--- src/pfsa_pkg.sv ---
// Shared types and constants for the free page stack allocator.
package pfsa_pkg;

  // Default sizing
  localparam int DEF_STACK_DEPTH = 8192;
  localparam int DEF_PAGE_BYTES  = 4096;

  // Input operation codes
  localparam logic [1:0] OP_ALLOC  = 2'd0;
  localparam logic [1:0] OP_FREE   = 2'd1;
  localparam logic [1:0] OP_REGION = 2'd2;

  // Result status codes
  localparam logic [1:0] ST_OK    = 2'd0;
  localparam logic [1:0] ST_EMPTY = 2'd1;
  localparam logic [1:0] ST_FULL  = 2'd2;

  // Memory map entry that is walked
  localparam logic [31:0] LOAD_BASE   = 32'h0010_0000;
  localparam logic [31:0] USABLE_TYPE = 32'd1;

  // Configuration registers
  localparam int         CFG_IDX_W       = 1;
  localparam logic [CFG_IDX_W-1:0] CFG_KERNEL_BYTES = 1'd0;
  localparam logic [CFG_IDX_W-1:0] CFG_MAX_ADDRESS  = 1'd1;
  localparam logic [31:0] KERNEL_BYTES_RST = 32'h0000_0000;
  localparam logic [31:0] MAX_ADDRESS_RST  = 32'h2000_0000;

  // Command queue between front and back
  localparam int CMDQ_DEPTH = 2;

  typedef enum logic [1:0] {
    CMD_ALLOC = 2'd0,
    CMD_FREE  = 2'd1,
    CMD_LOAD  = 2'd2,
    CMD_NOP   = 2'd3
  } cmd_kind_t;

  // addr: page to push on a free, first page of a region walk
  // lim:  end of the region walk (exclusive)
  typedef struct packed {
    cmd_kind_t   kind;
    logic [31:0] addr;
    logic [31:0] lim;
  } cmd_t;

endpackage

--- src/pfsa_front.sv ---
// Front end: accepts items and turns them into stack commands.
module pfsa_front import pfsa_pkg::*; (
  input  logic        clk,
  input  logic        rst,
  input  logic        in_valid,
  output logic        in_stall,
  input  logic [1:0]  op,
  input  logic [31:0] free_addr,
  input  logic [31:0] region_type,
  input  logic [31:0] region_base,
  input  logic [31:0] region_length,
  input  logic [31:0] kernel_bytes,
  output logic        cmd_valid,
  input  logic        cmd_stall,
  output cmd_t        cmd
);

  logic loadable;
  logic accepted;

  assign loadable  = (region_type == USABLE_TYPE) && (region_base == LOAD_BASE);
  assign cmd_valid = in_valid;
  assign in_stall  = cmd_stall;
  assign accepted  = in_valid && !in_stall;

  always_comb begin
    cmd.kind = CMD_NOP;
    cmd.addr = free_addr;
    cmd.lim  = region_base + region_length;
    case (op)
      OP_ALLOC: begin
        cmd.kind = CMD_ALLOC;
      end
      OP_FREE: begin
        cmd.kind = CMD_FREE;
      end
      OP_REGION: begin
        // a region that is not usable RAM at the load base pushes nothing
        if (loadable) begin
          cmd.kind = CMD_LOAD;
          cmd.addr = region_base + kernel_bytes;
        end
      end
      default: begin
        cmd.kind = CMD_NOP;
      end
    endcase
  end

  // a loadable region ends its walk at the fixed load base plus its length
  assert property (@(posedge clk) disable iff (rst)
    (accepted && cmd.kind == CMD_LOAD) |-> (cmd.lim == LOAD_BASE + region_length))
    else $error("region limit not formed from the load base");

  assert property (@(posedge clk) disable iff (rst)
    (accepted && cmd.kind == CMD_LOAD) |-> (op == OP_REGION))
    else $error("walk issued for an item that is not a region");

  assert property (@(posedge clk) disable iff (rst)
    (accepted && op == OP_FREE) |-> (cmd.kind == CMD_FREE && cmd.addr == free_addr))
    else $error("free lost its page address");

endmodule

--- config.mk ---
export PLATFORM = sky130hd
export DESIGN_NAME = pfsa_front
export DESIGN_NICKNAME = d
export VERILOG_FILES = /design/src/pfsa_pkg.sv /design/src/pfsa_front.sv
export SDC_FILE = /design/constraint.sdc
export NUM_CORES = 1
export LEC_CHECK = 0
export ABC_AREA = 1
export BUFFER_PORTS_ARGS = -buffer_cell sky130_fd_sc_hd__buf_4
export CAP_MARGIN = 40
export CORE_MARGIN = 3
export CORE_UTILIZATION = 30
export DETAILED_ROUTE_END_ITERATION = 7
export GPL_TIMING_DRIVEN = 0
export PLACE_DENSITY = 0.54
export SLEW_MARGIN = 0
export SYNTH_ARGS = -nofsm -noshare
export SYNTH_HDL_FRONTEND = slang
export SYNTH_SLANG_ARGS = --single-unit
--- constraint.sdc ---
create_clock -name vclk -period 2.2
set_input_delay 0.22 -clock vclk [all_inputs]
set_output_delay 0.22 -clock vclk [all_outputs]
set_load 0.01 [all_outputs]
==> impl_metrics.env <==
export IMPL_worstPathRequired_ns=1.98
export IMPL_overflow=0
export IMPL_syn2layout_area_growth_pct=46.36
export IMPL_worstSetupPathType="in2out"
export IMPL_post_route_util=0.4518
export IMPL_path_buf_inv=3
export IMPL_vias=6942
export IMPL_clock_buffers=0
export IMPL_clock_fmax_mhz=474.0
export IMPL_cpMostUsedCell="buf_4"
export IMPL_final_common_cell="nand2_1"
export IMPL_drive_gt1_frac=0.2831
export IMPL_fin_crit_ns=2.110
export IMPL_p_leak_nw=4.247
export IMPL_grt_first_pass_wirelength_um=31460
export IMPL_tightest_slew_ns=0.4074
export IMPL_diodes=0
export IMPL_wirelength_um=21060
export IMPL_path_cells="buf_4, ha_4, fa_2, nand2_2, o21ai_2, nand3_1, nand3b_1, buf_4, xnor2_2, o21ai_1, buf_4"
export IMPL_gp_congestion=0.8801
export IMPL_peakVddDrop_uv=165.9
export IMPL_yosys_warnings=0
export IMPL_seq_area_um2=0
export IMPL_finalPower_mw=1.965
export IMPL_setup_viol=0
export IMPL_multi_input_area_um2=4741
export IMPL_crit_slowest_cell="fa_2"
export IMPL_layout_common_cells="nand2_1, buf_4, inv_1, nor2_1, nand3_1"
export IMPL_end_kind="output pin"
export IMPL_critPathMaxFanout=3
export IMPL_antenna_found_initial=0
export IMPL_syn_avg_cell_area_um2=5.077
export IMPL_power_density_nw_per_um2=259.5
export IMPL_slew_viol_final=0
export IMPL_grt_pass1_vias=6425
export IMPL_hpwl_um=19030
export IMPL_grt_start_max_net_pins=11
export IMPL_drtIter0Drc=253
export IMPL_drv_cap=0
export IMPL_crit_path_start_kind="input port"
export IMPL_post_route_drc_count=0
export IMPL_ant_nets=0
export IMPL_min_path_type="in2out"
export IMPL_max_stage_delay_ns=0.36
export IMPL_fin_tns_setup_ns=0
export IMPL_routedWlPerCell_um=14.29
export IMPL_synth_cells=1019
export IMPL_core_um2=16760
export IMPL_dp_cells=1469
export IMPL_ys_seq_area_frac=0
export IMPL_cp_data_arrival_time_ns=1.89
export IMPL_dieArea_um2=18860
export IMPL_maxSlewHeadroom=0.7255
export IMPL_n_fill_cell=1945
export IMPL_die_x_um=137.3
export IMPL_final_hold_violation_count=0
export IMPL_vias_per_cell=4.710
export IMPL_dp_slack_ns=-0.1407
export IMPL_rsz0062_at_grt="true"
export IMPL_seq_cell_count=0
export IMPL_cts_hold_buf=0
export IMPL_placementRows=47
export IMPL_synth_distinct_cells=34
export IMPL_grt_usage=0.2079
export IMPL_path_delay_family="adder cells"
export IMPL_top_level_ports=234
export IMPL_setup_ws_ns=0.09040
export IMPL_netlist_area_um2=5174
export IMPL_period_share=0.9589
export IMPL_syn_nets=1249
export IMPL_start_util=0.3087
export IMPL_status="complete, no violations"
export IMPL_fin_cells=1474
export IMPL_portBuffers=230
export IMPL_die_y_um=137.3
export IMPL_layout_nets=1486
export IMPL_dr_pass1_iters=5
-- logic make-up (layout without fill, tap and decap cells) --
| kind of cell | after synthesis | count (layout) | share of synthesized area |
|---|---|---|---|
| AND/OR/NAND/NOR | 598 | 598 | 0.4914 |
| buffers and inverters | 199 | 434 | 0.1524 |
| AO/OA/AOI/OAI | 122 | 122 | 0.1376 |
| adder cells (fa/ha/maj) | 64 | 64 | 0.1577 |
| XOR/XNOR | 36 | 36 | 0.06094 |
-- final timing paths --
kind                    end  slack (ns)  depth (start not counted)      startpoint
hold / removal    cmd_valid        0.62                          2        in_valid
setup / recovery    cmd[44]        0.09                         11  region_base[0]
-- final cells by class --
type / instances / area share
buffer: 8 / 0.009914
timing repair buffer: 235 / 0.2330
tap: 220 / 0.03635
multi-input combinational: 820 / 0.6261
inverter: 191 / 0.09468
-- Yosys cell counts --
| cell type | n | share of area |
|---|---|---|
| nand2_1 | 360 | 0.26 |
| inv_1 | 186 | 0.13 |
| nor2_1 | 93 | 0.067 |
| a21oi_1 | 67 | 0.065 |
| nand3_1 | 67 | 0.065 |
| ha_1 | 62 | 0.15 |
| nand4_1 | 37 | 0.045 |
| o21ai_0 | 22 | 0.021 |
| xor2_1 | 19 | 0.032 |
| xnor2_1 | 17 | 0.029 |
| o21ai_2 | 15 | 0.025 |
| nor3_1 | 13 | 0.013 |
| o21bai_1 | 7 | 0.010 |
| nand2_2 | 6 | 0.0073 |
| nand3b_1 | 6 | 0.0087 |
| inv_2 | 5 | 0.0036 |
| buf_6 | 4 | 0.0087 |
| nor4_1 | 4 | 0.0048 |
| o21a_1 | 4 | 0.0058 |
| a21o_1 | 3 | 0.0044 |
| and2_1 | 3 | 0.0036 |
| buf_4 | 3 | 0.0044 |
| nor2_2 | 3 | 0.0036 |
| fa_1 | 2 | 0.0077 |
| o21ai_1 | 2 | 0.0019 |
| a21boi_1 | 1 | 0.0015 |
| and3_1 | 1 | 0.0012 |
| clkbuf_1 | 1 | 0.00072 |
| nand3_2 | 1 | 0.0019 |
| nand4_4 | 1 | 0.0041 |
| nor2_4 | 1 | 0.0022 |
| nor3_2 | 1 | 0.0019 |
| o31ai_2 | 1 | 0.0024 |
| or2_1 | 1 | 0.0012 |
-- repair_timing --
action | in CTS | in global routing
endpoints found under the hold margin | 0 | 0
resized for setup | 8 | 88
endpoints found under the setup margin | 10 | 33
pin swaps | 0 | 8
buffers inserted | 0 | 5
-- where the power goes --
| group | internal [mW] | switching (mW) |
|---|---|---|
| clock network | 0 | 0 |
| logic | 0.868 | 1.10 |
| registers | 0 | 0 |
-- metrics by stage --
| step | cell area [um2] | hold WS, ns |
|---|---|---|
| finish | 7572 | 0.6162 |
| CTS | 7202 | 0.6174 |
| global route | 7572 | 0.6280 |
| detailed placement | 7176 | 0.6176 |
| floorplan | 5174 | 0.5318 |
| global placement | 7176 | 0.6174 |
-- per-layer routing --
metal	GRT usage	up-vias	wire length (um)
met1	0.2786	3047	9399
met3	0.01169	14	935
met5	0	-	0
met2	0.3755	164	10410
li1	-	3717	-
met4	0.02827	0	317
No activity file was read; power rests on OpenSTA's default activity.
