File: src/pfsa_pkg.sv
// Shared types and constants for the free page stack allocator.
package pfsa_pkg;

  // Default sizing
  localparam int DEF_STACK_DEPTH = 8192;
  localparam int DEF_PAGE_BYTES  = 4096;

  // Input operation codes
  localparam logic [1:0] OP_ALLOC  = 2'd0;
  localparam logic [1:0] OP_FREE   = 2'd1;
  localparam logic [1:0] OP_REGION = 2'd2;

  // Result status codes
  localparam logic [1:0] ST_OK    = 2'd0;
  localparam logic [1:0] ST_EMPTY = 2'd1;
  localparam logic [1:0] ST_FULL  = 2'd2;

  // Memory map entry that is walked
  localparam logic [31:0] LOAD_BASE   = 32'h0010_0000;
  localparam logic [31:0] USABLE_TYPE = 32'd1;

  // Configuration registers
  localparam int         CFG_IDX_W       = 1;
  localparam logic [CFG_IDX_W-1:0] CFG_KERNEL_BYTES = 1'd0;
  localparam logic [CFG_IDX_W-1:0] CFG_MAX_ADDRESS  = 1'd1;
  localparam logic [31:0] KERNEL_BYTES_RST = 32'h0000_0000;
  localparam logic [31:0] MAX_ADDRESS_RST  = 32'h2000_0000;

  // Command queue between front and back
  localparam int CMDQ_DEPTH = 2;

  typedef enum logic [1:0] {
    CMD_ALLOC = 2'd0,
    CMD_FREE  = 2'd1,
    CMD_LOAD  = 2'd2,
    CMD_NOP   = 2'd3
  } cmd_kind_t;

  // addr: page to push on a free, first page of a region walk
  // lim:  end of the region walk (exclusive)
  typedef struct packed {
    cmd_kind_t   kind;
    logic [31:0] addr;
    logic [31:0] lim;
  } cmd_t;

endpackage

File: src/pfsa_cmdq.sv
// Short command queue that decouples the front end from the stack engine.
module pfsa_cmdq import pfsa_pkg::*; (
  input  logic clk,
  input  logic rst,
  input  logic wr_valid,
  output logic wr_stall,
  input  cmd_t wr_cmd,
  output logic rd_valid,
  input  logic rd_stall,
  output cmd_t rd_cmd
);

  localparam int PW = (CMDQ_DEPTH > 1) ? $clog2(CMDQ_DEPTH) : 1;
  localparam int CW = $clog2(CMDQ_DEPTH + 1);
  localparam logic [CW-1:0] FULL_CNT = CW'(CMDQ_DEPTH);
  localparam logic [PW-1:0] LAST_PTR = PW'(CMDQ_DEPTH - 1);

  cmd_t          entry [CMDQ_DEPTH];
  logic [PW-1:0] wr_ptr;
  logic [PW-1:0] rd_ptr;
  logic [CW-1:0] count;
  logic          push;
  logic          pop;

  assign wr_stall = (count == FULL_CNT);
  assign rd_valid = (count != '0);
  assign rd_cmd   = entry[rd_ptr];
  assign push     = wr_valid && !wr_stall;
  assign pop      = rd_valid && !rd_stall;

  always_ff @(posedge clk) begin
    if (push) begin
      entry[wr_ptr] <= wr_cmd;
    end
  end

  always_ff @(posedge clk) begin
    if (rst) begin
      wr_ptr <= '0;
      rd_ptr <= '0;
      count  <= '0;
    end else begin
      if (push) begin
        wr_ptr <= (wr_ptr == LAST_PTR) ? '0 : wr_ptr + PW'(1);
      end
      if (pop) begin
        rd_ptr <= (rd_ptr == LAST_PTR) ? '0 : rd_ptr + PW'(1);
      end
      case ({push, pop})
        2'b10:   count <= count + CW'(1);
        2'b01:   count <= count - CW'(1);
        default: count <= count;
      endcase
    end
  end

  assert property (@(posedge clk) disable iff (rst)
    count <= FULL_CNT)
    else $error("command queue count overran");

  assert property (@(posedge clk) disable iff (rst)
    (push && !pop) |=> (count == $past(count) + CW'(1)))
    else $error("command queue lost a write");

  assert property (@(posedge clk) disable iff (rst)
    (count == '0) |-> (wr_ptr == rd_ptr))
    else $error("command queue pointers disagree while empty");

endmodule

File: config.mk
export PLATFORM = sky130hd
export DESIGN_NAME = pfsa_cmdq
export DESIGN_NICKNAME = d
export VERILOG_FILES = /design/src/pfsa_pkg.sv /design/src/pfsa_cmdq.sv
export SDC_FILE = /design/constraint.sdc
export NUM_CORES = 1
export LEC_CHECK = 0
export ABC_AREA = 1
export BUFFER_PORTS_ARGS = -buffer_cell sky130_fd_sc_hd__buf_2
export CORE_MARGIN = 3
export CORE_UTILIZATION = 37
export CTS_CLUSTER_DIAMETER = 50
export DETAILED_ROUTE_END_ITERATION = 12
export PLACE_DENSITY = 0.58
export SLEW_MARGIN = 40
export SYNTH_ARGS = -nofsm -noshare
export SYNTH_HDL_FRONTEND = slang
export SYNTH_SLANG_ARGS = --single-unit
File: constraint.sdc
create_clock -name clk -period 4.5 [get_ports clk]
set_clock_uncertainty 0.1 [all_clocks]
set_input_delay 0.225 -clock clk [delete_from_list [all_inputs] [get_ports clk]]
set_output_delay 0.225 -clock clk [all_outputs]
set_load 0.1 [all_outputs]
==> impl_metrics.ini <==
[sta]
fmax_ghz = 0.425
drv_slew = 0
finalWorstSetupSlack_ns = 2.15
tightest_slew_ns = 0.726
period_minus_slack_ns = 2.35
hold_slack_ns = 0.108
period_share = 0.523
timing.slew.headroom = 0.516
setup_tns_ns = 0
rsz0062_at_grt = false
hold_viol_final = 0
setup_viol = 0

[worst_setup_path]
critPathLaunchType = flop
critPathKind = flop to output port
crit_required_ns = 4.18
reg2reg_depth = 5
crit_arrival_ns = 2.03
worstPathMaxFanout = 20
endpoint_kind = output port

[worst_hold_path]
hp-class = primary input to flop
holdPathStages = 5

[yosys]
yosys.area.top_type = edfxtp_1
syn_area_um2 = 5170
ys_seq_elements = 137
yosysMostFrequentCell = edfxtp_1
yosysUniqueCellTypes = 13
synth-edff-count = 132
synthFlopType = edfxtp_1
syn-num-nets = 317
synth_seq_area_share = 0.785
syn_inst = 246
synth_commonest_cells = 132 x edfxtp_1, 40 x mux2_4, 26 x mux2_2, 12 x nor2_1, 11 x inv_1
netlist.area_leader.share = 0.766
synth_area_leaders = edfxtp_1 77%, mux2_4 12%, mux2_2 5.7%
yosys_warnings = 0
syn_area_per_cell_um2 = 21.0
synthArstFlopShare = 0

[floorplanning]
num_rows = 42
die_x_um = 124
ios = 138
die-area_um2 = 15400
core_area_um2 = 13500
fp.dieH_um = 124
initial_utilization = 0.385

[route]
first_pass_iters = 4
finalWirelength_mm = 9.69
via_count = 2892
ant_nets = 0
drc_errors = 0
routedWlPerCell_um = 14.8
drt_first_iter_violations = 145
routed_via_density = 4.41

[place]
post-dp-hpwl_mm = 6.08
portBuffers = 137
place.gp.congestion = 0.747
place_area_um2 = 6050
pre_cts_ws_ns = 2.11

[global_route]
grt_pass1_vias = 3044
grt-ovfl-total = 0
antenna_found_initial = 1
met2_usage = 0.195
top_usage_layer = met2
grt_usage = 0.130
grt_start_max_net_pins = 54
grt_first_pass_wirelength_mm = 15.6
use_met3 = 0.0553
met1_usage = 0.166

[power_and_ir_drop]
switchingPower_mw = 1.78
swShare = 0.391
internal_power_mw = 2.78
vdd_ir_drop_max_mv = 0.348
p_per_area_nw_per_um2 = 623
p_comb_frac = 0.354
clockPowerShare = 0.291
leakagePower_nw = 2.89
power.share.sequential = 0.355
power_mw = 4.56

[status]
status = completed

[clock_network]
postCtsSetupBuffers = 0
insertion_delay_ns = 0.41
htreeDepth = 4
cts_resized = 0
tritoncts = done
cts_max_path_buffers = 2
cts_buffers = 17
root_buffer = clkbuf_16
path_clk_slew_ns = 0.05
clock-sinks = 137

[layout]
synthToLayoutAreaGrowth_pct = 41.3
fin_area_um2 = 7310
fin_nets = 537
drive_gt1_frac = 0.489
fillCellCount = 1099

[job]
cap_violations = 0
cells by family after synthesis:
family,Yosys count,synth area share
AO/OA/AOI/OAI,3,0.00290
adder cells (fa/ha/maj),1,0.00242
buffers and inverters,18,0.0208
flip-flops,137,0.785
multiplexers,66,0.173
AND/OR/NAND/NOR,21,0.0157
worst paths after layout:
path	from	to	slack, ns
max	flop	rd_cmd[55]	2.15
min	wr_valid	wr_ptr$_SDFFE_PP0N_	0.11
max reg2reg	count[0]$_SDFFE_PP0P_	entry[0][58]$_DFFE_PP_	2.16
min reg2reg	count[1]$_SDFFE_PP0P_	count[1]$_SDFFE_PP0P_	0.42
registers in the layout, summed over array words and instances (netlist names), named ones only:
register and flops:
wr_ptr 1, count 2, entry 132, rd_ptr 1
worst max-delay path: stages, from the launching register on:
cell and delay (ns):
dfxtp_4 0.56, buf_4 0.37, mux2_2 0.38, buf_2 0.29
layout by cell type, fill, tap and decap left out:
| master | Yosys | routed |
|---|---|---|
| buf_2 | 2 | 137 |
| edfxtp_1 | 132 | 132 |
| dlygate4sd3_1 | 0 | 67 |
| mux2_4 | 40 | 40 |
| mux2_2 | 26 | 26 |
| clkbuf_16 | 0 | 17 |
| nor2_1 | 12 | 11 |
| inv_1 | 11 | 10 |
| nand2_1 | 8 | 8 |
| clkinv_1 | 0 | 5 |
| dfxtp_1 | 5 | 4 |
| bufinv_16 | 0 | 3 |
| clkinv_2 | 0 | 3 |
| clkbuf_1 | 0 | 3 |
| buf_4 | 0 | 3 |
| o21ai_0 | 2 | 2 |
| diode_2 | 0 | 1 |
| inv_2 | 0 | 1 |
| nor2_4 | 0 | 1 |
| a21oi_1 | 1 | 1 |
| nand4_1 | 1 | 1 |
| ha_1 | 1 | 1 |
| dfxtp_4 | 0 | 1 |
| clkinvlp_4 | 0 | 1 |
| buf_12 | 0 | 1 |
power by group through the flow:
| stage | registers (mW) | logic [mW] | clock network, mW |
|---|---|---|---|
| after floorplan | 1.62 | 1.41 | 0 |
| after global placement | 1.67 | 1.54 | 0 |
| after detailed placement | 1.67 | 1.55 | 0 |
| after CTS | 1.65 | 1.59 | 1.36 |
| after global routing | 1.63 | 1.67 | 1.42 |
| final | 1.62 | 1.61 | 1.33 |
metal layers:
| layer | share of wire | wire [um] |
|---|---|---|
| met2 | 0.46 | 4460 |
| met3 | 0.062 | 605 |
| met4 | 0.015 | 142 |
| met1 | 0.46 | 4480 |
| met5 | 0 | 0 |
through the flow:
| stage | instances | utilization |
|---|---|---|
| 6_report | 656 | 0.543 |
| 5_1_grt | 656 | 0.543 |
| 3_5_place_dp | 555 | 0.449 |
| 2_1_floorplan | 246 | - |
| 4_1_cts | 654 | 0.542 |
| 3_3_place_gp | 555 | 0.449 |
layout make-up:
class                           count  area [um2]  area share
Antenna cell                        1        2.50    0.000342
Clock buffer                       20         437      0.0598
Clock inverter                     12         131      0.0180
Inverter                           11        41.3     0.00565
Multi-Input combinational cell     91        1010       0.138
Sequential cell                   137        4070       0.557
Tap cell                          176         220      0.0301
Timing Repair Buffer              208        1400       0.191
what timing repair did:
action                                  CTS  global route
endpoints found under the setup margin    0             0
hold endpoints to repair                134             0
hold buffers                             67             0
(Power assumes the default switching activity.)
